==> config.mk <==
export PLATFORM = sky130hd
export DESIGN_NAME = utf8_whitespace_collapser_core
export DESIGN_NICKNAME = d
export VERILOG_FILES = /design/src/sv/uwc_pkg.sv /design/src/sv/uwc_front.sv /design/src/sv/uwc_queue.sv /design/src/sv/uwc_back.sv /design/src/sv/utf8_whitespace_collapser_core.sv
export SDC_FILE = /design/constraint.sdc
export NUM_CORES = 1
export LEC_CHECK = 0
export BUFFER_PORTS_ARGS = -buffer_cell sky130_fd_sc_hd__buf_2
export CORE_MARGIN = 2
export CORE_UTILIZATION = 25
export DETAILED_ROUTE_END_ITERATION = 16
export PLACE_DENSITY = 0.51
export SYNTH_ARGS = -nofsm -noshare
export SYNTH_HDL_FRONTEND = slang
export SYNTH_SLANG_ARGS = --single-unit
==> constraint.sdc <==
create_clock -name aclk -period 9.2 [get_ports aclk]
set_clock_uncertainty 0.15 [all_clocks]
set_input_delay 0.92 -clock aclk [delete_from_list [all_inputs] [get_ports aclk]]
set_output_delay 0.92 -clock aclk [all_outputs]
set_load 0.03 [all_outputs]
==> src/sv/uwc_pkg.sv <==
// ============================================================================
// uwc_pkg
// Types and constants shared by the UTF-8 whitespace collapser modules.
// ============================================================================
package uwc_pkg;

    localparam int LEN_W  = 17;
    localparam int NBYTES = 5;

    localparam logic [7:0] CH_QMARK = 8'h3F;
    localparam logic [7:0] CH_SPACE = 8'h20;
    localparam logic [7:0] CH_LF    = 8'h0A;
    localparam logic [7:0] CH_CR    = 8'h0D;

    // one input byte's worth of output, expanded by the back end
    typedef struct packed {
        logic [NBYTES-1:0][7:0] bytes;
        logic [2:0]             count;
        logic                   str_end;
        logic [LEN_W-1:0]       total_length;
    } uwc_desc_t;

endpackage

==> src/sv/uwc_front.sv <==
// ============================================================================
// uwc_front
// Decodes UTF-8, classifies space and builds at most one output descriptor per byte.
// ============================================================================
module uwc_front import uwc_pkg::*; #(
    parameter int MAX_STRING_BYTES = 65536
) (
    input  logic       aclk,
    input  logic       aresetn,
    input  logic       s_valid,
    output logic       s_ready,
    input  logic [7:0] s_data_byte,
    input  logic       s_end_of_string,
    input  logic       no_embedded_newline,
    input  logic       q_full,
    output logic       q_push,
    output uwc_desc_t  q_desc
);

    localparam int CW = $clog2(MAX_STRING_BYTES + 1);

    logic            prev_space_reg, prev_space_next;
    logic            pend_nl_reg, pend_nl_next;
    logic [3:0][7:0] seq_reg, seq_next;
    logic [2:0]      cnt_reg, cnt_next;
    logic [2:0]      exp_reg, exp_next;
    logic [CW-1:0]   emitted_reg, emitted_next;

    logic [3:0][7:0] r;
    logic [2:0]      nr;
    logic            sp_hit, sp_lb, ok, in_seq, sep, accept;
    logic [20:0]     cp;
    logic [7:0]      b;
    logic [CW:0]     sum;

    assign s_ready = !q_full;
    assign accept  = s_valid && !q_full;
    assign b       = s_data_byte;

    always_comb begin
        seq_next = seq_reg;
        cnt_next = cnt_reg;
        exp_next = exp_reg;
        r        = '0;
        nr       = '0;
        sp_hit   = 1'b0;
        sp_lb    = 1'b0;
        ok       = 1'b0;
        cp       = '0;
        in_seq   = cnt_reg != 3'd0 && cnt_reg < 3'd4 && exp_reg > cnt_reg;
        if (in_seq && b[7:6] == 2'b10) begin
            seq_next[cnt_reg[1:0]] = b;
            cnt_next = cnt_reg + 3'd1;
            if (cnt_next == exp_reg) begin
                if (exp_reg == 3'd2) begin
                    cp = 21'({seq_next[0][4:0], seq_next[1][5:0]});
                    ok = cp >= 21'h80;
                end else if (exp_reg == 3'd3) begin
                    cp = 21'({seq_next[0][3:0], seq_next[1][5:0], seq_next[2][5:0]});
                    ok = cp >= 21'h800 && (cp < 21'hD800 || cp > 21'hDFFF);
                end else begin
                    cp = {seq_next[0][2:0], seq_next[1][5:0], seq_next[2][5:0],
                          seq_next[3][5:0]};
                    ok = cp >= 21'h10000 && cp < 21'h110000;
                end
                if (!ok) begin
                    for (int i = 0; i < 4; i++) begin
                        if (3'(i) < cnt_next) begin
                            r[nr[1:0]] = CH_QMARK;
                            nr = nr + 3'd1;
                        end
                    end
                end else if (cp == 21'h2028 || cp == 21'h2029) begin
                    sp_hit = 1'b1;
                    sp_lb  = 1'b1;
                end else if (cp == 21'hA0 || cp == 21'h1680 ||
                             (cp >= 21'h2000 && cp <= 21'h200A) ||
                             cp == 21'h202F || cp == 21'h205F || cp == 21'h3000) begin
                    sp_hit = 1'b1;
                end else begin
                    for (int i = 0; i < 4; i++) begin
                        if (3'(i) < exp_reg) begin
                            r[nr[1:0]] = seq_next[i];
                            nr = nr + 3'd1;
                        end
                    end
                end
                cnt_next = '0;
                exp_next = '0;
            end
        end else begin
            if (in_seq) begin
                for (int i = 0; i < 4; i++) begin
                    if (3'(i) < cnt_reg) begin
                        r[nr[1:0]] = CH_QMARK;
                        nr = nr + 3'd1;
                    end
                end
            end
            cnt_next = '0;
            exp_next = '0;
            if (!b[7]) begin
                if (b == CH_SPACE || (b >= 8'h09 && b <= CH_CR)) begin
                    sp_hit = 1'b1;
                    sp_lb  = b == CH_LF || b == CH_CR;
                end else begin
                    r[nr[1:0]] = b;
                    nr = nr + 3'd1;
                end
            end else if (b[7:5] == 3'b110 || b[7:4] == 4'b1110 || b[7:3] == 5'b11110) begin
                seq_next[0] = b;
                cnt_next    = 3'd1;
                exp_next    = (b[7:5] == 3'b110) ? 3'd2 : (b[7:4] == 4'b1110) ? 3'd3 : 3'd4;
            end else begin
                r[nr[1:0]] = CH_QMARK;
                nr = nr + 3'd1;
            end
        end
        if (s_end_of_string) begin
            for (int i = 0; i < 4; i++) begin
                if (3'(i) < cnt_next) begin
                    r[nr[1:0]] = CH_QMARK;
                    nr = nr + 3'd1;
                end
            end
            cnt_next = '0;
            exp_next = '0;
        end
    end

    always_comb begin
        sep             = prev_space_reg && nr != 3'd0;
        prev_space_next = prev_space_reg && nr == 3'd0;
        pend_nl_next    = pend_nl_reg;
        if (sp_hit) begin
            pend_nl_next    = (sp_lb && !no_embedded_newline) ||
                              (prev_space_next && pend_nl_reg);
            prev_space_next = 1'b1;
        end
        q_desc = '0;
        if (sep) begin
            q_desc.bytes[0] = pend_nl_reg ? CH_LF : CH_SPACE;
        end
        for (int i = 0; i < 4; i++) begin
            q_desc.bytes[i + (sep ? 1 : 0)] = r[i];
        end
        q_desc.count = nr + {2'b00, sep};
        sum = {1'b0, emitted_reg} + (CW+1)'(q_desc.count);
        emitted_next = (sum >= (CW+1)'(MAX_STRING_BYTES)) ? CW'(MAX_STRING_BYTES)
                                                         : sum[CW-1:0];
        q_desc.str_end      = s_end_of_string;
        q_desc.total_length = s_end_of_string ? LEN_W'(emitted_next) : '0;
        if (s_end_of_string) begin
            prev_space_next = 1'b0;
            pend_nl_next    = 1'b0;
        end
        q_push = accept && (q_desc.count != 3'd0 || s_end_of_string);
    end

    always_ff @(posedge aclk) begin
        if (!aresetn) begin
            prev_space_reg <= 1'b0;
            pend_nl_reg    <= 1'b0;
            cnt_reg        <= '0;
            exp_reg        <= '0;
            emitted_reg    <= '0;
        end else if (accept) begin
            prev_space_reg <= prev_space_next;
            pend_nl_reg    <= pend_nl_next;
            cnt_reg        <= cnt_next;
            exp_reg        <= exp_next;
            emitted_reg    <= s_end_of_string ? '0 : emitted_next;
        end
    end

    always_ff @(posedge aclk) begin
        if (accept) begin
            seq_reg <= seq_next;
        end
    end

endmodule

==> src/sv/uwc_queue.sv <==
// ============================================================================
// uwc_queue
// Four-entry descriptor queue between the front and back ends.
// ============================================================================
module uwc_queue import uwc_pkg::*; (
    input  logic      aclk,
    input  logic      aresetn,
    input  logic      push,
    input  uwc_desc_t push_desc,
    output logic      full,
    input  logic      pop,
    output logic      empty,
    output uwc_desc_t head
);

    uwc_desc_t  mem [4];
    logic [1:0] wr_reg, rd_reg;
    logic [2:0] fill_reg;

    assign full  = fill_reg == 3'd4;
    assign empty = fill_reg == 3'd0;
    assign head  = mem[rd_reg];

    always_ff @(posedge aclk) begin
        if (!aresetn) begin
            wr_reg   <= '0;
            rd_reg   <= '0;
            fill_reg <= '0;
        end else begin
            if (push) wr_reg <= wr_reg + 2'd1;
            if (pop) rd_reg <= rd_reg + 2'd1;
            fill_reg <= fill_reg + {2'b00, push} - {2'b00, pop};
        end
    end

    always_ff @(posedge aclk) begin
        if (push) begin
            mem[wr_reg] <= push_desc;
        end
    end

endmodule

==> src/sv/uwc_back.sv <==
// ============================================================================
// uwc_back
// Expands descriptors into one output byte per transaction.
// ============================================================================
module uwc_back import uwc_pkg::*; (
    input  logic             aclk,
    input  logic             aresetn,
    input  logic             q_empty,
    input  uwc_desc_t        q_head,
    output logic             q_pop,
    output logic             m_valid,
    input  logic             m_ready,
    output logic [7:0]       m_out_byte,
    output logic             m_byte_valid,
    output logic             m_run_last,
    output logic             m_string_done,
    output logic [LEN_W-1:0] m_total_length
);

    logic             valid_reg;
    logic [2:0]       idx_reg;
    logic [7:0]       byte_reg;
    logic             bvalid_reg, last_reg, done_reg;
    logic [LEN_W-1:0] len_reg;
    logic             load, fire, last;

    assign load  = !valid_reg || m_ready;
    assign fire  = load && !q_empty;
    assign last  = q_head.count == 3'd0 || idx_reg == q_head.count - 3'd1;
    assign q_pop = fire && last;

    always_ff @(posedge aclk) begin
        if (!aresetn) begin
            valid_reg <= 1'b0;
            idx_reg   <= '0;
        end else begin
            if (load) valid_reg <= !q_empty;
            if (fire) idx_reg <= last ? 3'd0 : idx_reg + 3'd1;
        end
    end

    always_ff @(posedge aclk) begin
        if (fire) begin
            byte_reg   <= q_head.count == 3'd0 ? 8'h00 : q_head.bytes[idx_reg];
            bvalid_reg <= q_head.count != 3'd0;
            last_reg   <= last;
            done_reg   <= last && q_head.str_end;
            len_reg    <= (last && q_head.str_end) ? q_head.total_length : '0;
        end
    end

    assign m_valid        = valid_reg;
    assign m_out_byte     = byte_reg;
    assign m_byte_valid   = bvalid_reg;
    assign m_run_last     = last_reg;
    assign m_string_done  = done_reg;
    assign m_total_length = len_reg;

endmodule

==> src/sv/utf8_whitespace_collapser_core.sv <==
// ============================================================================
// utf8_whitespace_collapser_core
// Collapses UTF-8 white-space runs into single separators, byte in, byte out.
//
//   channel  dir  handshake               payload
//   s_       in   s_valid / s_ready       s_data_byte, s_end_of_string
//   m_       out  m_valid / m_ready       m_out_byte, m_byte_valid, m_run_last,
//                                         m_string_done, m_total_length
//   cfg_     in   cfg_valid / cfg_ready   cfg_data (no_embedded_newline)
//
// Front end takes one input byte per cycle, while the queue is not full, into a 4-deep queue.
// Back end sends one output byte per cycle while m_ready is high; a byte producing N results
// holds the back end for N output transactions (one for a bare end marker).
// Sustained rate: one input per cycle while outputs average one per input and m_ready stays high.
// Reset is synchronous on aresetn; either side may stall independently.
// ============================================================================
module utf8_whitespace_collapser_core import uwc_pkg::*; #(
    parameter int MAX_STRING_BYTES = 65536
) (
    input  logic             aclk,
    input  logic             aresetn,
    input  logic             s_valid,
    output logic             s_ready,
    input  logic [7:0]       s_data_byte,
    input  logic             s_end_of_string,
    output logic             m_valid,
    input  logic             m_ready,
    output logic [7:0]       m_out_byte,
    output logic             m_byte_valid,
    output logic             m_run_last,
    output logic             m_string_done,
    output logic [LEN_W-1:0] m_total_length,
    input  logic             cfg_valid,
    output logic             cfg_ready,
    input  logic             cfg_data
);

    logic      nonl_reg;
    logic      q_push, q_full, q_pop, q_empty;
    uwc_desc_t q_in, q_head;

    assign cfg_ready = 1'b1;

    always_ff @(posedge aclk) begin
        if (!aresetn) begin
            nonl_reg <= 1'b0;
        end else if (cfg_valid) begin
            nonl_reg <= cfg_data;
        end
    end

    uwc_front #(.MAX_STRING_BYTES(MAX_STRING_BYTES)) u_front (
        .aclk                (aclk),
        .aresetn             (aresetn),
        .s_valid             (s_valid),
        .s_ready             (s_ready),
        .s_data_byte         (s_data_byte),
        .s_end_of_string     (s_end_of_string),
        .no_embedded_newline (nonl_reg),
        .q_full              (q_full),
        .q_push              (q_push),
        .q_desc              (q_in)
    );

    uwc_queue u_queue (
        .aclk      (aclk),
        .aresetn   (aresetn),
        .push      (q_push),
        .push_desc (q_in),
        .full      (q_full),
        .pop       (q_pop),
        .empty     (q_empty),
        .head      (q_head)
    );

    uwc_back u_back (
        .aclk           (aclk),
        .aresetn        (aresetn),
        .q_empty        (q_empty),
        .q_head         (q_head),
        .q_pop          (q_pop),
        .m_valid        (m_valid),
        .m_ready        (m_ready),
        .m_out_byte     (m_out_byte),
        .m_byte_valid   (m_byte_valid),
        .m_run_last     (m_run_last),
        .m_string_done  (m_string_done),
        .m_total_length (m_total_length)
    );

endmodule
==> flow_results.xml, run 1 <==
<?xml version="1.0" encoding="UTF-8"?>
<metrics>
  <group name="outcome">
    <metric name="outcome" unit="">complete, no violations</metric>
  </group>
  <group name="placed_design">
    <metric name="dpl.hpwl" unit="um">30800</metric>
    <metric name="globalplace.congestion" unit="">0.865</metric>
    <metric name="placement.cell_area" unit="um^2">19300</metric>
    <metric name="pre_cts_setup_slack" unit="ns">0.0542</metric>
    <metric name="io_buffer_count" unit="">44</metric>
    <metric name="dpl.cell_count" unit="">2347</metric>
  </group>
  <group name="yosys">
    <metric name="synth_ff_type" unit="">sky130_fd_sc_hd__edfxtp_1</metric>
    <metric name="asyncSetResetFlopFracSynth" unit="%">0</metric>
    <metric name="synth_top_family_by_area" unit="">multiplexers</metric>
    <metric name="synth_simple_gate_area_share" unit="%">10.9</metric>
    <metric name="synth-adder-area-share" unit="%">3.48</metric>
    <metric name="synth_top_area_share" unit="%">52.6</metric>
    <metric name="synth.lib_cells_used.distinct" unit="">92</metric>
    <metric name="dominant_cells_by_area_after_synthesis" unit="">sky130_fd_sc_hd__edfxtp_1 (53%), sky130_fd_sc_hd__mux4_2 (9.0%), sky130_fd_sc_hd__dfxtp_1 (4.5%)</metric>
    <metric name="largest_area_contributor_in_the_synthesized_netlist" unit="">sky130_fd_sc_hd__edfxtp_1</metric>
    <metric name="postSynthCellCount" unit="">1339</metric>
    <metric name="synth_warnings" unit="">0</metric>
    <metric name="synth_xor_xnor_area_share" unit="%">1.55</metric>
    <metric name="synth_most_common_cell" unit="">sky130_fd_sc_hd__edfxtp_1</metric>
    <metric name="synth_compound_area_share" unit="%">10.9</metric>
    <metric name="share_of_synthesized_area_occupied_by_flip_flops_and_latches" unit="%">57.1</metric>
    <metric name="synth.cell_area" unit="um^2">17300</metric>
    <metric name="synth-edff-count" unit="">303</metric>
    <metric name="ys_ff_latch" unit="">342</metric>
    <metric name="synthesis.area_per_instance" unit="um^2">12.9</metric>
    <metric name="synth_commonest_cells" unit="">sky130_fd_sc_hd__edfxtp_1 (303), sky130_fd_sc_hd__nand2_1 (108), sky130_fd_sc_hd__nor2_1 (97)</metric>
    <metric name="synthMuxAreaShare" unit="%">12.8</metric>
  </group>
  <group name="power">
    <metric name="power_density" unit="nW/um^2">221</metric>
    <metric name="vdd.ir_drop.worst" unit="mV">0.118</metric>
    <metric name="comb_pwr_share" unit="%">20.8</metric>
    <metric name="post-layout-total-power" unit="mW">4.62</metric>
    <metric name="cellLeakagePower" unit="nW">7.28</metric>
    <metric name="clock_power_share" unit="%">35.7</metric>
    <metric name="portion_of_total_power_attributed_to_sequential_cells" unit="%">43.5</metric>
    <metric name="power_internal" unit="mW">3.30</metric>
    <metric name="swShare" unit="%">28.5</metric>
    <metric name="net_load_switching_power" unit="mW">1.31</metric>
  </group>
  <group name="hold_path">
    <metric name="holdPathEnd" unit="">u_back.m_valid</metric>
    <metric name="min_from" unit="">u_back.m_valid</metric>
    <metric name="hp-class" unit="">reg2reg</metric>
    <metric name="number_of_cells_traversed_by_the_worst_hold_path" unit="">2</metric>
  </group>
  <group name="detailed_routing">
    <metric name="num_vias" unit="">11400</metric>
    <metric name="drt.antenna.violating_nets" unit="">0</metric>
    <metric name="drc_violation_count_after_routing" unit="">0</metric>
    <metric name="route.final.wire_length" unit="um">45700</metric>
    <metric name="firstDrtPassIters" unit="">5</metric>
    <metric name="drt_first_iter_violations" unit="">694</metric>
    <metric name="drt-vias-per-instance" unit="">4.72</metric>
    <metric name="wl_per_cell" unit="um">18.9</metric>
  </group>
  <group name="final_layout">
    <metric name="num_antenna_cells" unit="">0</metric>
    <metric name="drive_gt1_share" unit="%">26.6</metric>
    <metric name="filler_cell_count" unit="">6923</metric>
    <metric name="layout-area-overhead-vs-synth" unit="%">20.5</metric>
    <metric name="layout.cells.non_filler" unit="">2423</metric>
    <metric name="largest_reg_flops" unit="">244</metric>
    <metric name="num-nets-final" unit="">1524</metric>
    <metric name="finish.instance_area" unit="um^2">20800</metric>
  </group>
  <group name="setup_path">
    <metric name="path_class" unit="">reg2reg</metric>
    <metric name="r2r_cells" unit="">48</metric>
    <metric name="critical_path_arrival" unit="ns">8.94</metric>
    <metric name="r2r_setup_slack" unit="ns">0.55</metric>
    <metric name="timing.rr.end" unit="">u_front.emitted_reg[12]</metric>
    <metric name="critical-path-max-stage-delay" unit="ns">0.47</metric>
    <metric name="critical_path.endpoint_type" unit="">register</metric>
    <metric name="worst_path_max_delay_cell" unit="">sky130_fd_sc_hd__or4bb_1</metric>
    <metric name="start_kind" unit="">register</metric>
    <metric name="worstPathRequired" unit="ns">9.48</metric>
    <metric name="critPathMaxFanout" unit="">5</metric>
    <metric name="timing.rr.start" unit="">u_front.cnt_reg[1]</metric>
  </group>
  <group name="sta">
    <metric name="max_slew.worst_pin.slew" unit="ns">1.13</metric>
    <metric name="timing.final.crit_share" unit="%">94.1</metric>
    <metric name="slew-limit-headroom" unit="%">24.5</metric>
    <metric name="hold_fails_final_rpt" unit="">0</metric>
    <metric name="rsz0062_at_grt" unit="">yes</metric>
    <metric name="hold_slack" unit="ns">0.346</metric>
    <metric name="fmax" unit="GHz">0.116</metric>
    <metric name="report.final.setup_viol" unit="">0</metric>
    <metric name="worst_setup_slack_final" unit="ns">0.545</metric>
    <metric name="maxSlewViolCount" unit="">0</metric>
    <metric name="period_needed" unit="ns">8.65</metric>
  </group>
  <group name="global_routing">
    <metric name="antenna_found_initial" unit="">0</metric>
    <metric name="grt.overflow.total" unit="">0</metric>
    <metric name="grt_max_degree" unit="">62</metric>
    <metric name="grt.total_usage" unit="%">12.8</metric>
    <metric name="wire_length_of_the_first_global_routing_pass" unit="um">70100</metric>
    <metric name="number_of_global_route_vias_before_repair" unit="">11700</metric>
  </group>
  <group name="clock_network">
    <metric name="clock_tree.buffer_depth" unit="">3</metric>
    <metric name="worst_skew_pair.late_latency" unit="ns">0.58</metric>
    <metric name="cts_hold_repair.buffers" unit="">0</metric>
    <metric name="cts-buffers-inserted" unit="">39</metric>
    <metric name="h-tree-depth" unit="">2</metric>
    <metric name="clock_sink_count" unit="">342</metric>
    <metric name="clk_pin_slew" unit="ns">0.07</metric>
    <metric name="clock_root_buffer" unit="">sky130_fd_sc_hd__clkbuf_16</metric>
    <metric name="tritoncts_clock_tree" unit="">built</metric>
  </group>
  <group name="floorplanning">
    <metric name="rows" unit="">96</metric>
    <metric name="ioPinCount" unit="">46</metric>
    <metric name="initial_utilization" unit="%">25.2</metric>
    <metric name="fp.dieW" unit="um">267</metric>
    <metric name="design.core.area" unit="um^2">68600</metric>
    <metric name="design.die.area" unit="um^2">71400</metric>
    <metric name="die_height" unit="um">267</metric>
  </group>
  <group name="run">
    <metric name="maxCapViolations" unit="">0</metric>
  </group>
</metrics>
-- layout make-up --
cell class	instances	area [um^2]	area share, %
sequential	342	9890	47.5
clock buffer	51	1030	4.95
inverter	44	168	0.804
tap	931	1160	5.59
timing repair buffer	165	1210	5.83
multi-input combinational	870	7060	33.9
clock inverter	20	312	1.49
-- worst max-delay path, delay by kind of cell (launching register included) --
family | cells | cell delay (ns)
AND/OR/NAND/NOR | 16 | 2.50
adder cells (fa/ha/maj) | 7 | 1.65
AO/OA/AOI/OAI | 15 | 2.20
flip-flops | 1 | 0.38
multiplexers | 3 | 0.80
XOR/XNOR | 1 | 0.18
buffers and inverters | 6 | 0.63
-- kinds of logic after synthesis --
logic type,count (synthesis)
and+or+nand+nor,380
DFF,342
AOI/OAI and AO/OA,284
muxes,129
buffers and inverters,128
adders and majority gates,47
xor gates and xnor gates,28
other,1
-- metal layers --
layer | share of wire [%] | GRT usage (%) | vias to the layer above
met3 | 4.1 | 2.00 | 65
met1 | 45 | 16.9 | 5769
met2 | 48 | 21.4 | 252
li1 | - | - | 5355
met4 | 2.3 | 4.13 | 0
met5 | 0 | 0 | -
-- worst max path at each step --
stage                                  start                 endpoint  slack, ns  cells after the start
after detailed placement      s_data_byte[1]       u_queue.mem[0][15]       0.05                     43
after floorplan               s_data_byte[2]   u_front.emitted_reg[5]      0.003                     46
final                     u_front.cnt_reg[1]  u_front.emitted_reg[12]       0.55                     48
after CTS                 u_front.cnt_reg[1]       u_queue.mem[0][15]      0.007                     47
after global routing      u_front.cnt_reg[1]  u_front.emitted_reg[13]      -0.08                     48
after global placement        s_data_byte[1]   u_front.emitted_reg[5]       0.16                     45
-- stage by stage --
stage	setup TNS [ns]	utilization [%]
global placement	0	28.1
detailed placement	0	28.1
global route	-2.55	30.4
CTS	0	30.1
floorplan	0	-
finish	0	30.4
-- power by group through the flow --
stage	registers [mW]	logic, mW	clock network (mW)
finish	2.01	0.960	1.65
global route	2.03	1.04	1.75
CTS	2.02	0.977	1.69
detailed placement	2.05	0.975	0
global placement	2.04	0.968	0
floorplan	2.14	0.566	0
-- cells in the final DEF (no fill, tap or decap), types with 12 or more instances in the layout --
cell	count
sky130_fd_sc_hd__nand3_1	18
sky130_fd_sc_hd__nand3b_1	12
sky130_fd_sc_hd__nor2_1	89
sky130_fd_sc_hd__ha_1	38
sky130_fd_sc_hd__mux2_2	31
sky130_fd_sc_hd__inv_1	41
sky130_fd_sc_hd__a21boi_0	16
sky130_fd_sc_hd__xor2_1	14
sky130_fd_sc_hd__and2_1	17
sky130_fd_sc_hd__a21oi_1	66
sky130_fd_sc_hd__a21o_1	12
sky130_fd_sc_hd__and3_1	25
sky130_fd_sc_hd__nor2b_1	15
sky130_fd_sc_hd__mux4_2	69
sky130_fd_sc_hd__nand2_1	107
sky130_fd_sc_hd__xnor2_1	12
sky130_fd_sc_hd__mux2i_1	20
sky130_fd_sc_hd__o21ai_0	72
sky130_fd_sc_hd__buf_4	112
sky130_fd_sc_hd__edfxtp_1	303
sky130_fd_sc_hd__buf_2	44
sky130_fd_sc_hd__dfxtp_1	33
sky130_fd_sc_hd__nor3_1	25
sky130_fd_sc_hd__clkbuf_16	39
-- what timing repair did --
action / in CTS / in global routing
pin swaps: 0 / 7
resized for setup: 1 / 54
setup endpoints to repair: 22 / 85
buffers inserted: 0 / 5
Note: power is estimated with default switching activity, not from simulation.
==> run 2, diff against run 1 <==
--- a/config.mk
+++ b/config.mk
@@ -10,6 +10,8 @@
 export CORE_UTILIZATION = 25
 export DETAILED_ROUTE_END_ITERATION = 16
 export PLACE_DENSITY = 0.51
+export RECOVER_POWER = 100
+export SLEW_MARGIN = 15
 export SYNTH_ARGS = -nofsm -noshare
 export SYNTH_HDL_FRONTEND = slang
 export SYNTH_SLANG_ARGS = --single-unit
==> run 2 against run 1 <==
- fmax hardly changed
- combinational power hardly changed
- sequential share of layout area stayed put
- wire length stayed put
- design area stayed put
- utilization stayed put
- register-to-register slack hardly changed
- total power hardly changed
- non-clock buffer count stayed put
- cell count stayed put
- clock power hardly changed
- hold slack stayed put
- largest cell class unchanged
- largest power group unchanged
==> flow_results.xml, run 2 (synthesis gave the netlist of run 1 again) <==
<?xml version="1.0" encoding="UTF-8"?>
<metrics>
  <group name="floorplanning">
    <metric name="initial_utilization" unit="%">25.2</metric>
    <metric name="fp.dieW" unit="um">267</metric>
    <metric name="die_height" unit="um">267</metric>
    <metric name="ioPinCount" unit="">46</metric>
    <metric name="design.core.area" unit="um^2">68600</metric>
    <metric name="design.die.area" unit="um^2">71400</metric>
    <metric name="rows" unit="">96</metric>
  </group>
  <group name="clock_network">
    <metric name="clk_pin_slew" unit="ns">0.07</metric>
    <metric name="worst_skew_pair.late_latency" unit="ns">0.58</metric>
    <metric name="clock_root_buffer" unit="">sky130_fd_sc_hd__clkbuf_16</metric>
    <metric name="tritoncts_clock_tree" unit="">built</metric>
    <metric name="clock_tree.buffer_depth" unit="">3</metric>
    <metric name="cts-buffers-inserted" unit="">39</metric>
    <metric name="clock_sink_count" unit="">342</metric>
    <metric name="h-tree-depth" unit="">2</metric>
  </group>
  <group name="power">
    <metric name="power_internal" unit="mW">3.30</metric>
    <metric name="portion_of_total_power_attributed_to_sequential_cells" unit="%">43.5</metric>
    <metric name="clock_power_share" unit="%">35.7</metric>
    <metric name="cellLeakagePower" unit="nW">7.28</metric>
    <metric name="power_density" unit="nW/um^2">221</metric>
    <metric name="vdd.ir_drop.worst" unit="mV">0.118</metric>
    <metric name="comb_pwr_share" unit="%">20.8</metric>
    <metric name="swShare" unit="%">28.5</metric>
    <metric name="net_load_switching_power" unit="mW">1.31</metric>
  </group>
  <group name="sta">
    <metric name="rsz0062_at_grt" unit="">yes</metric>
    <metric name="slew-limit-headroom" unit="%">24.6</metric>
    <metric name="timing.final.crit_share" unit="%">94.1</metric>
    <metric name="maxSlewViolCount" unit="">0</metric>
    <metric name="worst_setup_slack_final" unit="ns">0.545</metric>
    <metric name="period_needed" unit="ns">8.66</metric>
    <metric name="max_slew.worst_pin.slew" unit="ns">1.13</metric>
    <metric name="fmax" unit="GHz">0.116</metric>
    <metric name="hold_fails_final_rpt" unit="">0</metric>
    <metric name="report.final.setup_viol" unit="">0</metric>
  </group>
  <group name="setup_path">
    <metric name="start_kind" unit="">register</metric>
    <metric name="critical_path.endpoint_type" unit="">register</metric>
    <metric name="path_class" unit="">reg2reg</metric>
    <metric name="critPathMaxFanout" unit="">5</metric>
    <metric name="critical_path_arrival" unit="ns">8.94</metric>
    <metric name="worstPathRequired" unit="ns">9.48</metric>
    <metric name="critical-path-max-stage-delay" unit="ns">0.47</metric>
    <metric name="worst_path_max_delay_cell" unit="">sky130_fd_sc_hd__or4bb_1</metric>
  </group>
  <group name="global_routing">
    <metric name="number_of_global_route_vias_before_repair" unit="">11700</metric>
    <metric name="wire_length_of_the_first_global_routing_pass" unit="um">70100</metric>
    <metric name="grt.total_usage" unit="%">12.8</metric>
    <metric name="grt_max_degree" unit="">62</metric>
    <metric name="grt.overflow.total" unit="">0</metric>
    <metric name="antenna_found_initial" unit="">0</metric>
  </group>
  <group name="hold_path">
    <metric name="hp-class" unit="">reg2reg</metric>
  </group>
  <group name="final_layout">
    <metric name="num_antenna_cells" unit="">0</metric>
    <metric name="num-nets-final" unit="">1524</metric>
    <metric name="finish.instance_area" unit="um^2">20800</metric>
    <metric name="layout-area-overhead-vs-synth" unit="%">20.5</metric>
    <metric name="layout_common_cells" unit="">sky130_fd_sc_hd__edfxtp_1 (303), sky130_fd_sc_hd__buf_4 (112), sky130_fd_sc_hd__nand2_1 (107)</metric>
    <metric name="most_frequent_standard_cell_in_the_layout_excluding_fill_and_tap_cells" unit="">sky130_fd_sc_hd__edfxtp_1</metric>
    <metric name="drive_gt1_share" unit="%">26.6</metric>
    <metric name="largest_reg_flops" unit="">244</metric>
    <metric name="filler_cell_count" unit="">6923</metric>
  </group>
  <group name="placed_design">
    <metric name="io_buffer_count" unit="">44</metric>
    <metric name="pre_cts_setup_slack" unit="ns">0.0542</metric>
    <metric name="placement.cell_area" unit="um^2">19300</metric>
    <metric name="dpl.hpwl" unit="um">30800</metric>
    <metric name="globalplace.congestion" unit="">0.865</metric>
  </group>
  <group name="detailed_routing">
    <metric name="drt-vias-per-instance" unit="">4.72</metric>
    <metric name="route.final.wire_length" unit="um">45700</metric>
    <metric name="wl_per_cell" unit="um">18.9</metric>
    <metric name="num_vias" unit="">11400</metric>
    <metric name="drc_violation_count_after_routing" unit="">0</metric>
    <metric name="drt_first_iter_violations" unit="">694</metric>
    <metric name="drt.antenna.violating_nets" unit="">0</metric>
    <metric name="firstDrtPassIters" unit="">5</metric>
  </group>
  <group name="outcome">
    <metric name="outcome" unit="">complete, no violations</metric>
  </group>
  <group name="run">
    <metric name="maxCapViolations" unit="">0</metric>
  </group>
</metrics>
==> run 2: path summary, 6_finish.rpt <==
check                     startpoint                 endpoint  slack, ns  cells past startpoint
hold / removal        u_back.m_valid           u_back.m_valid       0.35                      2
setup reg to reg  u_front.cnt_reg[1]  u_front.emitted_reg[12]       0.54                     48
setup / recovery  u_front.cnt_reg[1]  u_front.emitted_reg[12]       0.54                     48
hold reg to reg       u_back.m_valid           u_back.m_valid       0.35                      2
==> run 2: per-layer routing <==
layer	global-route usage, %	vias to the layer above	routed length (um)	part of all wire, %
met2	21.4	252	22100	48
met5	0	-	0	0
met4	4.13	0	1040	2.3
met1	16.9	5770	20700	45
li1	-	5355	-	-
met3	2.00	65	1880	4.1
==> run 2: power groups by stage <==
stage	sequential [mW]	combinational [mW]	clock, mW
6_report	2.01	0.960	1.65
4_1_cts	2.02	0.977	1.69
5_1_grt	2.03	1.04	1.75
3_5_place_dp	2.05	0.975	0
3_3_place_gp	2.04	0.968	0
2_1_floorplan	2.14	0.566	0
==> run 2: repair_timing <==
| action | in CTS | in global routing |
|---|---|---|
| buffers inserted | 0 | 5 |
| endpoints found under the setup margin | 22 | 85 |
| pin swaps | 0 | 7 |
| resized for setup | 1 | 54 |
| hold buffers | 0 | 0 |
==> run 2: critical path, delay by kind of cell (launching register included) <==
kind / cells / cell delay (ns)
compound gates: 15 / 2.20
xor+xnor: 1 / 0.18
fa+ha+maj: 7 / 1.65
flops: 1 / 0.38
simple gates: 16 / 2.50
mux: 3 / 0.80
buf+inv: 6 / 0.63
==> run 2: layout make-up <==
cell class              instances  area (um^2)  area share [%]
clock buffers                  51         1030            4.95
clock inverters                20          312            1.49
inverters                      44          168           0.804
multi-input cells             870         7060            33.9
flip-flops and latches        342         9890            47.5
well taps                     931         1160            5.59
repair buffers                165         1210            5.83
==> run 2: per-stage QoR <==
step / instances / TNS [ns] / util, % / power (mW) / hold slack [ns]
floorplan: 1340 / 0 / - / 2.70 / 0.318
global placement: 2347 / 0 / 28.1 / 3.01 / 0.332
detailed placement: 2347 / 0 / 28.1 / 3.02 / 0.345
CTS: 2418 / 0 / 30.1 / 4.69 / 0.354
global route: 2423 / -2.55 / 30.4 / 4.83 / 0.369
finish: 2423 / 0 / 30.4 / 4.62 / 0.346
